## src/rtl/ptf_pkg.sv

```systemverilog
// Package for the pulse-period tachometer filter.
// Field widths, register reset values, status and state codes, divider request type.
// No dependencies.
package ptf_pkg;

    // Defaults for the top-level parameters
    localparam int RING_DEPTH_DEF = 8;
    localparam int TIMER_BITS_DEF = 16;

    // Field and register widths
    localparam int CFG_W      = 24;
    localparam int CFG_IDX_W  = 2;
    localparam int TCH_W      = 24;
    localparam int MAX_HZ_W   = 10;
    localparam int RATIO_W    = 4;
    localparam int TIMEOUT_W  = 16;
    localparam int CAP_W      = 16;
    localparam int MS_W       = 32;
    localparam int FREQ_W     = 18;
    localparam int STATUS_W   = 3;
    localparam int HELD_W     = 4;
    localparam int FRAC_BITS  = 8;
    localparam int PROD_W     = FREQ_W + RATIO_W;

    // Serial divider: dividend width and step counter width
    localparam int DIV_NUM_W  = 32;
    localparam int DIV_CNT_W  = $clog2(DIV_NUM_W + 1);

    // Register reset values
    localparam logic [TCH_W-1:0]     TCH_RST     = TCH_W'(8000000);
    localparam logic [MAX_HZ_W-1:0]  MAX_HZ_RST  = MAX_HZ_W'(400);
    localparam logic [RATIO_W-1:0]   RATIO_RST   = RATIO_W'(2);
    localparam logic [TIMEOUT_W-1:0] TIMEOUT_RST = TIMEOUT_W'(500);

    // Command codes
    localparam logic CMD_EDGE  = 1'b0;
    localparam logic CMD_QUERY = 1'b1;

    typedef enum logic [CFG_IDX_W-1:0] {
        CFG_TIMER_CLOCK_HZ = 2'd0,
        CFG_MAX_ACCEPT_HZ  = 2'd1,
        CFG_RATIO_LIMIT    = 2'd2,
        CFG_TIMEOUT_MS     = 2'd3
    } t_cfg_index;

    typedef enum logic [STATUS_W-1:0] {
        ST_ACCEPTED      = 3'd0,
        ST_ZERO_PERIOD   = 3'd1,
        ST_TOO_FAST      = 3'd2,
        ST_JUMP          = 3'd3,
        ST_QUERY_OK      = 3'd4,
        ST_QUERY_TIMEOUT = 3'd5
    } t_status;

    typedef enum logic [2:0] {
        S_IDLE,
        S_DECODE,
        S_DIV_SAMPLE,
        S_CHECK,
        S_JUMP,
        S_DIV_MEAN,
        S_DONE
    } t_state;

    // Divider request: start pulse and number of quotient bits to produce
    typedef struct packed {
        logic                 start;
        logic [DIV_CNT_W-1:0] steps;
    } t_div_req;

endpackage

```

## src/rtl/pulse_period_tachometer_filter.sv

```systemverilog
// Pulse-period tachometer: period to frequency, plausibility checks, moving average.
// Steps: a query or zero period goes from decode to the output; an edge first divides for the
// sample frequency, then checks too fast and jump; an accepted sample has the bit-serial divider form the ring mean.
// One item in flight; the next is taken the cycle after the result enters the output register.
// Synchronous active-low reset: config to defaults, ring empty, average and timestamps zero.
module pulse_period_tachometer_filter
    import ptf_pkg::*;
#(
    parameter int RING_DEPTH = RING_DEPTH_DEF,
    parameter int TIMER_BITS = TIMER_BITS_DEF
) (
    input  logic                 i_clk,
    input  logic                 i_rst_n,
    // configuration
    input  logic                 i_cfg_we,
    input  logic [CFG_IDX_W-1:0] i_cfg_index,
    input  logic [CFG_W-1:0]     i_cfg_data,
    // input channel
    input  logic                 i_in_valid,
    output logic                 o_in_stall,
    input  logic                 i_cmd,
    input  logic [CAP_W-1:0]     i_capture_value,
    input  logic [MS_W-1:0]      i_now_ms,
    // output channel
    output logic                 o_out_valid,
    input  logic                 i_out_stall,
    output logic [FREQ_W-1:0]    o_filtered_freq,
    output logic [STATUS_W-1:0]  o_status,
    output logic [HELD_W-1:0]    o_samples_held
);

    localparam int PW     = (RING_DEPTH > 1) ? $clog2(RING_DEPTH) : 1;
    localparam int FILLW  = $clog2(RING_DEPTH + 1);
    localparam int SUM_W  = FREQ_W + FILLW;
    localparam int CAPW   = (TIMER_BITS < CAP_W) ? TIMER_BITS : CAP_W;

    // configuration registers
    logic [TCH_W-1:0]     r_tch;
    logic [MAX_HZ_W-1:0]  r_max_hz;
    logic [RATIO_W-1:0]   r_ratio;
    logic [TIMEOUT_W-1:0] r_timeout;

    // control and architectural state
    t_state               r_state, n_state;
    logic [CAPW-1:0]      r_prev;
    logic [MS_W-1:0]      r_last_ms;
    logic [PW-1:0]        r_pos;
    logic [FILLW-1:0]     r_fill;
    logic [SUM_W-1:0]     r_sum;
    logic [FREQ_W-1:0]    r_avg;
    logic                 r_out_valid;

    // item payload and working registers
    logic                 r_cmd;
    logic [CAP_W-1:0]     r_cap;
    logic [MS_W-1:0]      r_now;
    logic [DIV_NUM_W-1:0] r_sample;
    logic [PROD_W-1:0]    r_prod_hi;
    logic [PROD_W-1:0]    r_prod_lo;
    t_status              r_status;
    logic [FREQ_W-1:0]    r_out_freq;
    t_status              r_out_status;
    logic [HELD_W-1:0]    r_out_held;

    // combinational datapath
    logic [TIMER_BITS-1:0]     w_period;
    logic                      w_zero_period;
    logic                      w_timed_out;
    logic                      w_too_fast;
    logic                      w_jump;
    logic                      w_full;
    logic [FILLW-1:0]          w_fill_next;
    logic [PW-1:0]             w_pos_next;
    logic [SUM_W-1:0]          w_sum_next;
    logic [FREQ_W-1:0]         w_sample18;
    logic [FREQ_W-1:0]         w_ram_rdata;
    logic [FILLW+HELD_W-1:0]   w_held_ext;
    logic                      w_out_free;

    // FSM outputs
    logic                      w_ram_we;
    logic                      w_out_load;
    t_div_req                  w_div_req;
    logic [DIV_NUM_W-1:0]      w_div_dividend;
    logic [TIMER_BITS-1:0]     w_div_divisor;
    logic                      w_div_done;
    logic [DIV_NUM_W-1:0]      w_div_quo;

    // configuration writes
    always_ff @(posedge i_clk) begin
        if (!i_rst_n) begin
            r_tch     <= TCH_RST;
            r_max_hz  <= MAX_HZ_RST;
            r_ratio   <= RATIO_RST;
            r_timeout <= TIMEOUT_RST;
        end else if (i_cfg_we) begin
            unique case (t_cfg_index'(i_cfg_index))
                CFG_TIMER_CLOCK_HZ: r_tch     <= i_cfg_data[TCH_W-1:0];
                CFG_MAX_ACCEPT_HZ:  r_max_hz  <= i_cfg_data[MAX_HZ_W-1:0];
                CFG_RATIO_LIMIT:    r_ratio   <= i_cfg_data[RATIO_W-1:0];
                CFG_TIMEOUT_MS:     r_timeout <= i_cfg_data[TIMEOUT_W-1:0];
                default: ;
            endcase
        end
    end

    // datapath decode
    always_comb begin
        w_period      = TIMER_BITS'(r_cap[CAPW-1:0]) - TIMER_BITS'(r_prev);
        w_zero_period = (w_period == '0);
        w_timed_out   = ((r_now - r_last_ms) > MS_W'(r_timeout));
        w_too_fast    = (r_sample > {{(DIV_NUM_W-MAX_HZ_W-FRAC_BITS){1'b0}},
                                     r_max_hz, {FRAC_BITS{1'b0}}});
        w_sample18    = r_sample[FREQ_W-1:0];
        w_jump        = (r_fill != '0) && (r_avg != '0) &&
                        ((PROD_W'(w_sample18) > r_prod_hi) ||
                         (r_prod_lo < PROD_W'(r_avg)));
        w_full        = (r_fill == FILLW'(RING_DEPTH));
        w_fill_next   = w_full ? r_fill : r_fill + 1'b1;
        w_pos_next    = (r_pos == PW'(RING_DEPTH - 1)) ? '0 : r_pos + 1'b1;
        w_sum_next    = r_sum + SUM_W'(w_sample18)
                        - (w_full ? SUM_W'(w_ram_rdata) : '0);
        w_held_ext    = {{HELD_W{1'b0}}, r_fill};
        w_out_free    = !r_out_valid || !i_out_stall;
    end

    // next state
    always_comb begin
        n_state = r_state;
        unique case (r_state)
            S_IDLE:       if (i_in_valid) n_state = S_DECODE;
            S_DECODE: begin
                if (r_cmd == CMD_QUERY || w_zero_period) begin
                    n_state = S_DONE;
                end else begin
                    n_state = S_DIV_SAMPLE;
                end
            end
            S_DIV_SAMPLE: if (w_div_done) n_state = S_CHECK;
            S_CHECK:      n_state = w_too_fast ? S_DONE : S_JUMP;
            S_JUMP:       n_state = w_jump ? S_DONE : S_DIV_MEAN;
            S_DIV_MEAN:   if (w_div_done) n_state = S_DONE;
            S_DONE:       if (w_out_free) n_state = S_IDLE;
            default:      n_state = S_IDLE;
        endcase
    end

    // FSM outputs
    always_comb begin
        o_in_stall      = (r_state != S_IDLE);
        w_ram_we        = 1'b0;
        w_out_load      = 1'b0;
        w_div_req.start = 1'b0;
        w_div_req.steps = DIV_CNT_W'(DIV_NUM_W);
        w_div_dividend  = {r_tch, {FRAC_BITS{1'b0}}};
        w_div_divisor   = w_period;
        unique case (r_state)
            S_DECODE: begin
                w_div_req.start = (r_cmd == CMD_EDGE) && !w_zero_period;
            end
            S_JUMP: begin
                w_ram_we        = !w_jump;
                w_div_req.start = !w_jump;
                w_div_req.steps = DIV_CNT_W'(SUM_W);
                w_div_dividend  = {w_sum_next, {(DIV_NUM_W-SUM_W){1'b0}}};
                w_div_divisor   = TIMER_BITS'(w_fill_next);
            end
            S_DONE:  w_out_load = w_out_free;
            default: ;
        endcase
    end

    // state register and architectural state
    always_ff @(posedge i_clk) begin
        if (!i_rst_n) begin
            r_state   <= S_IDLE;
            r_prev    <= '0;
            r_last_ms <= '0;
            r_pos     <= '0;
            r_fill    <= '0;
            r_sum     <= '0;
            r_avg     <= '0;
        end else begin
            r_state <= n_state;
            unique case (r_state)
                S_DECODE: begin
                    if (r_cmd == CMD_QUERY) begin
                        if (w_timed_out) begin
                            r_avg  <= '0;
                            r_pos  <= '0;
                            r_fill <= '0;
                            r_sum  <= '0;
                        end
                    end else begin
                        r_prev <= r_cap[CAPW-1:0];
                    end
                end
                S_JUMP: begin
                    if (!w_jump) begin
                        r_pos     <= w_pos_next;
                        r_fill    <= w_fill_next;
                        r_sum     <= w_sum_next;
                        r_last_ms <= r_now;
                    end
                end
                S_DIV_MEAN: begin
                    if (w_div_done) r_avg <= w_div_quo[FREQ_W-1:0];
                end
                default: ;
            endcase
        end
    end

    // item payload, products and status
    always_ff @(posedge i_clk) begin
        if (r_state == S_IDLE && i_in_valid) begin
            r_cmd <= i_cmd;
            r_cap <= i_capture_value;
            r_now <= i_now_ms;
        end
        unique case (r_state)
            S_DECODE: begin
                if (r_cmd == CMD_QUERY) begin
                    r_status <= w_timed_out ? ST_QUERY_TIMEOUT : ST_QUERY_OK;
                end else if (w_zero_period) begin
                    r_status <= ST_ZERO_PERIOD;
                end
            end
            S_DIV_SAMPLE: if (w_div_done) r_sample <= w_div_quo;
            S_CHECK: begin
                if (w_too_fast) r_status <= ST_TOO_FAST;
                r_prod_hi <= PROD_W'(r_ratio) * PROD_W'(r_avg);
                r_prod_lo <= PROD_W'(w_sample18) * PROD_W'(r_ratio);
            end
            S_JUMP: r_status <= w_jump ? ST_JUMP : ST_ACCEPTED;
            default: ;
        endcase
    end

    // output register
    always_ff @(posedge i_clk) begin
        if (!i_rst_n) begin
            r_out_valid <= 1'b0;
        end else if (w_out_load) begin
            r_out_valid <= 1'b1;
        end else if (!i_out_stall) begin
            r_out_valid <= 1'b0;
        end
    end

    always_ff @(posedge i_clk) begin
        if (w_out_load) begin
            r_out_freq   <= r_avg;
            r_out_status <= r_status;
            r_out_held   <= w_held_ext[HELD_W-1:0];
        end
    end

    assign o_out_valid     = r_out_valid;
    assign o_filtered_freq = r_out_freq;
    assign o_status        = r_out_status;
    assign o_samples_held  = r_out_held;

    // sample ring, read of the oldest entry in S_CHECK, write in S_JUMP
    ptf_ram #(
        .WIDTH (FREQ_W),
        .DEPTH (RING_DEPTH),
        .AW    (PW)
    ) u_ring (
        .i_clk   (i_clk),
        .i_we    (w_ram_we),
        .i_waddr (r_pos),
        .i_wdata (w_sample18),
        .i_raddr (r_pos),
        .o_rdata (w_ram_rdata)
    );

    // shared divider: sample frequency, then mean of the ring
    ptf_serial_div #(
        .DENW (TIMER_BITS)
    ) u_div (
        .i_clk      (i_clk),
        .i_rst_n    (i_rst_n),
        .i_req      (w_div_req),
        .i_dividend (w_div_dividend),
        .i_divisor  (w_div_divisor),
        .o_done     (w_div_done),
        .o_quotient (w_div_quo)
    );

endmodule

```

## src/rtl/ptf_ram.sv

```systemverilog
// Generic single-write, single-read RAM with registered read data.
// No dependencies.
module ptf_ram #(
    parameter int WIDTH = 18,
    parameter int DEPTH = 8,
    parameter int AW    = (DEPTH > 1) ? $clog2(DEPTH) : 1
) (
    input  logic             i_clk,
    input  logic             i_we,
    input  logic [AW-1:0]    i_waddr,
    input  logic [WIDTH-1:0] i_wdata,
    input  logic [AW-1:0]    i_raddr,
    output logic [WIDTH-1:0] o_rdata
);

    logic [WIDTH-1:0] r_mem [DEPTH];
    logic [WIDTH-1:0] r_rdata;

    // write port
    always_ff @(posedge i_clk) begin
        if (i_we) begin
            r_mem[i_waddr] <= i_wdata;
        end
    end

    // registered read port
    always_ff @(posedge i_clk) begin
        r_rdata <= r_mem[i_raddr];
    end

    assign o_rdata = r_rdata;

endmodule

```

## src/rtl/ptf_serial_div.sv

```systemverilog
// Bit-serial restoring divider, one quotient bit per cycle.
// Depends on ptf_pkg (t_div_req, DIV_NUM_W, DIV_CNT_W).
module ptf_serial_div
    import ptf_pkg::*;
#(
    parameter int DENW = 16
) (
    input  logic                 i_clk,
    input  logic                 i_rst_n,
    input  t_div_req             i_req,
    input  logic [DIV_NUM_W-1:0] i_dividend,   // left aligned
    input  logic [DENW-1:0]      i_divisor,
    output logic                 o_done,
    output logic [DIV_NUM_W-1:0] o_quotient
);

    logic                 r_busy;
    logic                 r_done;
    logic [DIV_CNT_W-1:0] r_cnt;
    logic [DIV_NUM_W-1:0] r_num;
    logic [DIV_NUM_W-1:0] r_quo;
    logic [DENW-1:0]      r_rem;
    logic [DENW-1:0]      r_den;

    logic [DENW:0]        w_rem_sh;
    logic [DENW:0]        w_diff;
    logic                 w_qbit;

    // one restoring step: shift in next dividend bit, try subtract
    always_comb begin
        w_rem_sh = {r_rem, r_num[DIV_NUM_W-1]};
        w_diff   = w_rem_sh - {1'b0, r_den};
        w_qbit   = ~w_diff[DENW];
    end

    // control
    always_ff @(posedge i_clk) begin
        if (!i_rst_n) begin
            r_busy <= 1'b0;
            r_done <= 1'b0;
            r_cnt  <= '0;
        end else begin
            r_done <= 1'b0;
            if (i_req.start) begin
                r_busy <= 1'b1;
                r_cnt  <= i_req.steps;
            end else if (r_busy) begin
                r_cnt <= r_cnt - 1'b1;
                if (r_cnt == DIV_CNT_W'(1)) begin
                    r_busy <= 1'b0;
                    r_done <= 1'b1;
                end
            end
        end
    end

    // datapath shift registers
    always_ff @(posedge i_clk) begin
        if (i_req.start) begin
            r_num <= i_dividend;
            r_den <= i_divisor;
            r_rem <= '0;
            r_quo <= '0;
        end else if (r_busy) begin
            r_num <= {r_num[DIV_NUM_W-2:0], 1'b0};
            r_rem <= w_qbit ? w_diff[DENW-1:0] : w_rem_sh[DENW-1:0];
            r_quo <= {r_quo[DIV_NUM_W-2:0], w_qbit};
        end
    end

    assign o_done     = r_done;
    assign o_quotient = r_quo;

endmodule

```

## config.mk

```make
export PLATFORM = sky130hd
export DESIGN_NAME = pulse_period_tachometer_filter
export DESIGN_NICKNAME = d
export VERILOG_FILES = /design/src/rtl/ptf_pkg.sv /design/src/rtl/pulse_period_tachometer_filter.sv /design/src/rtl/ptf_ram.sv /design/src/rtl/ptf_serial_div.sv
export SDC_FILE = /design/constraint.sdc
export NUM_CORES = 1
export LEC_CHECK = 0
export BUFFER_PORTS_ARGS = -buffer_cell sky130_fd_sc_hd__buf_4
export CORE_MARGIN = 2
export CORE_UTILIZATION = 30
export DETAILED_ROUTE_END_ITERATION = 8
export PLACE_DENSITY_LB_ADDON = 0.1
export SLEW_MARGIN = 20
export SYNTH_ARGS = -nofsm -noshare
export SYNTH_HDL_FRONTEND = slang
export SYNTH_SLANG_ARGS = --single-unit
```

## constraint.sdc

```tcl
create_clock -name i_clk -period 5.75 [get_ports i_clk]
set_clock_uncertainty 0.1 [all_clocks]
set_input_delay 1.725 -clock i_clk [delete_from_list [all_inputs] [get_ports i_clk]]
set_output_delay 1.725 -clock i_clk [all_outputs]
set_load 0.01 [all_outputs]
```

---- Word level (Yosys, flattened, before mapping) ----
Memories as Yosys holds them, arrays and structs flattened. A register that Yosys moved wholly into a read port is not among the register bits.
Cells that the tools add are included.
Widths: inputs -> output; s select.
storage, ports and cells
  bits in read-only memories .............. 0
  input bits .............................. 80
  logic and storage cells ................. 157
  memories ................................ 1
  latch bits .............................. 0
  register bits ........................... 410
  bits in writable memories ............... 144
  output and inout port bits .............. 27
cells by class
  div/mod/pow operators ................... 0
  reductions and logical operators ........ 33
  add/subtract/negate cells ............... 8
  bitwise gates (word level) .............. 5
  eq/ne operators ......................... 22
  muxes and demuxes ....................... 52
  order comparisons ....................... 4
  $mul .................................... 2
  shift operators ......................... 0
memories
  name          words  bits a word  read ports  clocked after memory_dff  wr ports  line           RTL
  u_ring.r_mem  8      18           1           1                         1         ptf_ram.sv:16  logic [WIDTH-1:0] r_mem [DEPTH];
operators with widths
  kind                count
  $mux 32             3
  $mux 18             4
  $mux 22             3
  $pmux 22 s2         1
  $mux 3              12
  $pmux 18 s2         1
  $gt 32x16->1        1
  $gt 32x18->1        1
  $sub 32x32->32      1
  $add 22x18->22      1
  $gt 18x22->1        1
  $lt 22x18->1        1
  $mul 18x4->22       1
  $mul 4x18->22       1
  $sub 22x18->22      1
  $pmux 3 s7          1
  $mux 4              5
  $mux 6              3
  $reduce_bool 18->1  1
  $sub 17x16->17      1
  $logic_not 16->1    1
  $mux 16             1
  $sub 16x16->16      1
  $reduce_and 2->1    7
  31 further kinds    72

---- Depth between registers and ports, before layout ----
  depth in word-level cells ............... 7
  depth in mapped cells ................... 22
  depth with buffers taken out ............ 20

---- Cells and area by module ----
A second synthesis with hierarchy kept.
second synthesis, totals
  cells, all modules ...................... 3040
  area total of the unflattened synthesis .. 32133.3 µm²
by module, submodules not included
  module                          area each (µm²)  times used  seq. area each (µm²)  cells each
  pulse_period_tachometer_filter  21254.1          1           7657.3                2366
  ptf_ram                         5964.5           1           4684.5                239
  ptf_serial_div                  4914.7           1           2562.5                435

---- Worst setup path before layout ----
No wires, ideal clock.
  path kind ............................... register to register
  start point ............................. register r_ratio[3]
  end point ............................... register r_prod_lo[18] (data pin)
  stages on the path, launching flop included .. 18
  library setup time ...................... 0.259 ns
  period minus slack after synthesis ...... 4.838 ns
  setup slack ............................. 0.912 ns
  data required time ...................... 5.391 ns
  path buffers ............................ 2
  arrival ................................. 4.478 ns
  path through ............................ dfxtp_1 > clkbuf_1 > clkbuf_1 > nand2_1 > fa_1 > fa_1 > inv_1 > fa_1 > a21o_1 > a21oi_1 > nor2b_1 > o21a_1 > o41ai_1 > o21ai_0 > or4_1 > a31oi_1 > nand2b_1 > xor2_1
between the ends
  word-level cells in the longest chain between the ends .. 1
ends and longest elaborated chain
  item                      line                                   RTL
  start: declaration        pulse_period_tachometer_filter.sv:40   logic [RATIO_W-1:0] r_ratio;
  start signal: assignment  pulse_period_tachometer_filter.sv:100  CFG_RATIO_LIMIT: r_ratio <= i_cfg_data[RATIO_W-1:0];
  $mul 18x4->22             pulse_period_tachometer_filter.sv:233  r_prod_lo <= PROD_W'(w_sample18) * PROD_W'(r_ratio);
  end signal: assignment    pulse_period_tachometer_filter.sv:233
  end: declaration          pulse_period_tachometer_filter.sv:59   logic [PROD_W-1:0] r_prod_lo;
Every way passes these cells.
A chain may end at the register's enable or synchronous reset.

---- Worst setup path after layout ----
  start point ............................. register r_last_ms[1]
  end point ............................... register r_sum[15]
between the ends
  word-level cells in the longest chain between the ends .. 4
ends and longest elaborated chain
  item                        line                                   RTL
  start: declaration          pulse_period_tachometer_filter.sv:46   logic [MS_W-1:0] r_last_ms;
  start signal: assignment    pulse_period_tachometer_filter.sv:203  r_last_ms <= r_now;
  $sub 32x32->32              pulse_period_tachometer_filter.sv:111  w_timed_out = ((r_now - r_last_ms) > MS_W'(r_timeout));
  $gt 32x16->1                pulse_period_tachometer_filter.sv:111
  $ne 2x2->1 (no line)        -
  $reduce_and 4->1 (no line)  -
  end signal: assignment      pulse_period_tachometer_filter.sv:202  r_sum <= w_sum_next;
  end: declaration            pulse_period_tachometer_filter.sv:49   logic [SUM_W-1:0] r_sum;
Every way passes these cells.

==> results_dict.tcl <==
set metrics [dict create \
    outcome "finished, final reports clean" \
    drt_wl_total_um 90000 \
    crit_required_ns 6.20 \
    port_buffers 106 \
    switching_share 0.304 \
    synthTopCellsByCount "edfxtp_1 (337), nand2_1 (307), inv_1 (300), dfxtp_1 (227), nor2_1 (217)" \
    synth_top_area_share 0.326 \
    p_leak_nw 14.0 \
    synth_compound_area_frac 0.132 \
    cap_violations 0 \
    postCtsSetupBuffers 0 \
    ctsHoldBuffers 0 \
    grt_pass1_vias 23100 \
    synth_area_mm2 0.0310 \
    post-route-period-util 0.921 \
    synth-edff-count 337 \
    slew_headroom 0.269 \
    num_vias 22600 \
    p_clk_frac 0.359 \
    yosysTopAreaCell "edfxtp_1" \
    p_int_mw 8.47 \
    synth_top_family_by_area "simple AND/OR/NAND/NOR gates" \
    dpl.hpwl_um 63800 \
    io_pins 107 \
    first_pass_iters 5 \
    r2r.worst_path.cells 20 \
    antenna_found_initial 4 \
    yosysMostFrequentCell "edfxtp_1" \
    rsz0062_at_grt "no" \
    via_per_inst 4.99 \
    power.density_mw_per_mm2 338 \
    drt_iter0_markers 1595 \
    yosysUniqueCellTypes 88 \
    h-tree-depth 3 \
    cts_resized 0 \
    clock_sinks 564 \
    r2r-end "r_sum[15]" \
    ctsLongestPathBuffers 3 \
    synth_seq_cells 564 \
    nets 3478 \
    synthCells 2984 \
    cts.clk_slew.worst_paths_ns 0.06 \
    grtUsageTotal 0.170 \
    dieHeight_um 326 \
    whs_ns 0.320 \
    ys_seq_area_frac 0.473 \
    final-hold-violation-count 0 \
    wl_per_cell_um 19.8 \
    min_path_type "reg -> reg" \
    critical_path_arrival_ns 5.74 \
    final_max_slew_viol_count 0 \
    synth_nets 3352 \
    criticalPathCategory "reg -> reg" \
    min_period_ns 5.29 \
    ys.flop_type "edfxtp_1" \
    r2r_slack_ns 0.46 \
    synth_mux_area_frac 0.0391 \
    tritoncts "done" \
    postSynth.asyncResetShare 0 \
    synth.area.top_cells "edfxtp_1 (33%), dfxtp_1 (15%), ha_1 (8.2%)" \
    yosys_warnings 0 \
    drc 0 \
    syn_to_final_growth_pct 15.9 \
    drive_gt1_frac 0.101 \
    p_switching_mw 3.70 \
    crit_end "r_sum[15]" \
    synth_xor_area_frac 0.0279 \
    finalSetupViolCount 0 \
    worstReg2RegStart "r_last_ms[1]" \
    endpoint_kind "flip-flop" \
    timing.fmax_mhz 189 \
    ant_nets 0 \
    combPwrFrac 0.240 \
    rows 117 \
    seqPwrFrac 0.402 \
    gp_congestion 0.858 \
    die_w_um 326 \
    power.total_mw 12.2 \
    synthAdderAreaFrac 0.137 \
    cts_buffers 71 \
    crit_start "r_last_ms[1]" \
    fin_setup_tns_ns 0 \
    worstSetupStartpointType "flip-flop" \
    start_util 0.304 \
    peakVddDrop_uv 260 \
    coreArea_mm2 0.102 \
    utilization 0.352 \
    insertion_delay_ns 0.62 \
    dieArea_mm2 0.106 \
    grt_pass1_wl_um 140000 \
    grt_max_degree 74 \
    overflow 0 \
    cp_max_fo 20 \
    tightestPinTransition_ns 1.10 \
    cts-root-buf "clkbuf_16" \
    syn_area_per_cell_um2 10.4 \
    synthSimpleGateAreaFrac 0.140 \
]
worst max-delay path, cell delays in order (launching register included):
cell,delay (ns)
dfxtp_1,0.37
inv_1,0.06
ha_1,0.27
nor2b_1,0.13
o31a_1,0.31
o21a_1,0.27
o31a_1,0.29
o41ai_1,0.48
xnor2_1,0.14
ha_1,0.31
and3_1,0.16
nand4_1,0.16
o211ai_1,0.23
a31oi_1,0.08
a211o_1,0.27
nor4_1,0.14
and4_1,0.39
and4_4,0.31
or3_1,0.35
buf_12,0.21
a32o_1,0.17
cell usage in the layout, fill, tap and decap left out, types with 10 or more instances in the layout:
master     instances
edfxtp_1         337
nand2_1          307
inv_1            299
dfxtp_1          226
nor2_1           214
ha_1             203
buf_4            167
a21oi_1          153
mux2i_1          111
and2_1            92
fa_1              85
a22oi_1           76
clkbuf_16         76
xnor2_1           62
o21ai_0           61
nand3_1           53
nor3_1            45
nand4_1           39
o21a_1            37
a21o_1            37
xor2_1            35
clkbuf_1          31
o211ai_1          28
a211oi_1          25
and3_1            24
nand2b_1          23
nor2b_1           22
or3_1             22
a32o_1            22
a22o_1            21
nor4_1            17
o21bai_1          13
a31oi_1           11
a21boi_0          10
worst min-delay path by stage:
stage | slack [ns] | endpoint | start | cells past startpoint
2_1_floorplan | 0.30 | o_status[0] | r_status[0] | 0
3_5_place_dp | 0.31 | o_status[1] | r_status[1] | 0
3_3_place_gp | 0.31 | o_status[0] | r_status[0] | 0
4_1_cts | 0.32 | o_status[1] | r_status[1] | 0
6_report | 0.32 | o_status[1] | r_status[1] | 0
5_1_grt | 0.33 | o_status[1] | r_status[1] | 0
power by group through the flow:
stage | clock network (mW) | registers (mW) | logic, mW
finish | 4.36 | 4.89 | 2.91
global route | 4.67 | 4.92 | 3.28
CTS | 4.51 | 4.89 | 2.94
detailed placement | 0 | 4.97 | 2.92
global placement | 0 | 4.96 | 2.88
floorplan | 0 | 4.88 | 2.18
layout make-up:
class	count	area, um2
inverter	301	1130
clock inverter	14	124
antenna	1	2.50
multi-input combinational	2003	14900
sequential	564	14700
timing repair buffer	169	1290
clock buffer	117	2140
fill	10400	66200
tap	1368	1710
registers in the layout, indices dropped and copies added, names as in the netlist, 4 cells and up:
| register | cells |
|---|---|
| r_cap | 16 |
| r_prod_hi | 22 |
| r_sample | 32 |
| u_div.r_num | 24 |
| r_sum | 22 |
| u_div.o_quotient | 32 |
| r_prod_lo | 22 |
| u_ring.r_mem | 144 |
| r_max_hz | 10 |
| o_samples_held | 4 |
| r_timeout | 16 |
| u_ring.o_rdata | 18 |
| r_ratio | 4 |
| r_avg | 18 |
| r_now | 32 |
| o_filtered_freq | 18 |
| r_fill | 4 |
| u_div.r_rem | 16 |
| r_tch | 24 |
| u_div.r_den | 16 |
| r_last_ms | 32 |
| u_div.r_cnt | 6 |
| r_prev | 16 |
layer usage:
layer / part of all wire / global-route usage
met5: 0.00014 / 0
met4: 0.020 / 0.0472
met3: 0.052 / 0.0306
met2: 0.44 / 0.264
met1: 0.49 / 0.242
stage by stage:
step / instances / area (um2) / worst slack, ns
floorplan: 2984 / 31000 / 0.912
global placement: 4405 / 33700 / 0.549
detailed placement: 4405 / 33700 / 0.489
CTS: 4536 / 35900 / 0.440
global route: 4536 / 35900 / 0.0559
finish: 4537 / 35900 / 0.456
cell families (layout without fill, tap and decap cells):
kind of cell | Yosys count | in the layout
compound gates | 588 | 588
xor+xnor | 98 | 98
fa+ha+maj | 288 | 288
buf+inv | 417 | 601
flops | 564 | 564
mux | 120 | 120
other cells | 0 | 1
simple gates | 909 | 909
Power figures use the tool's default switching activity.
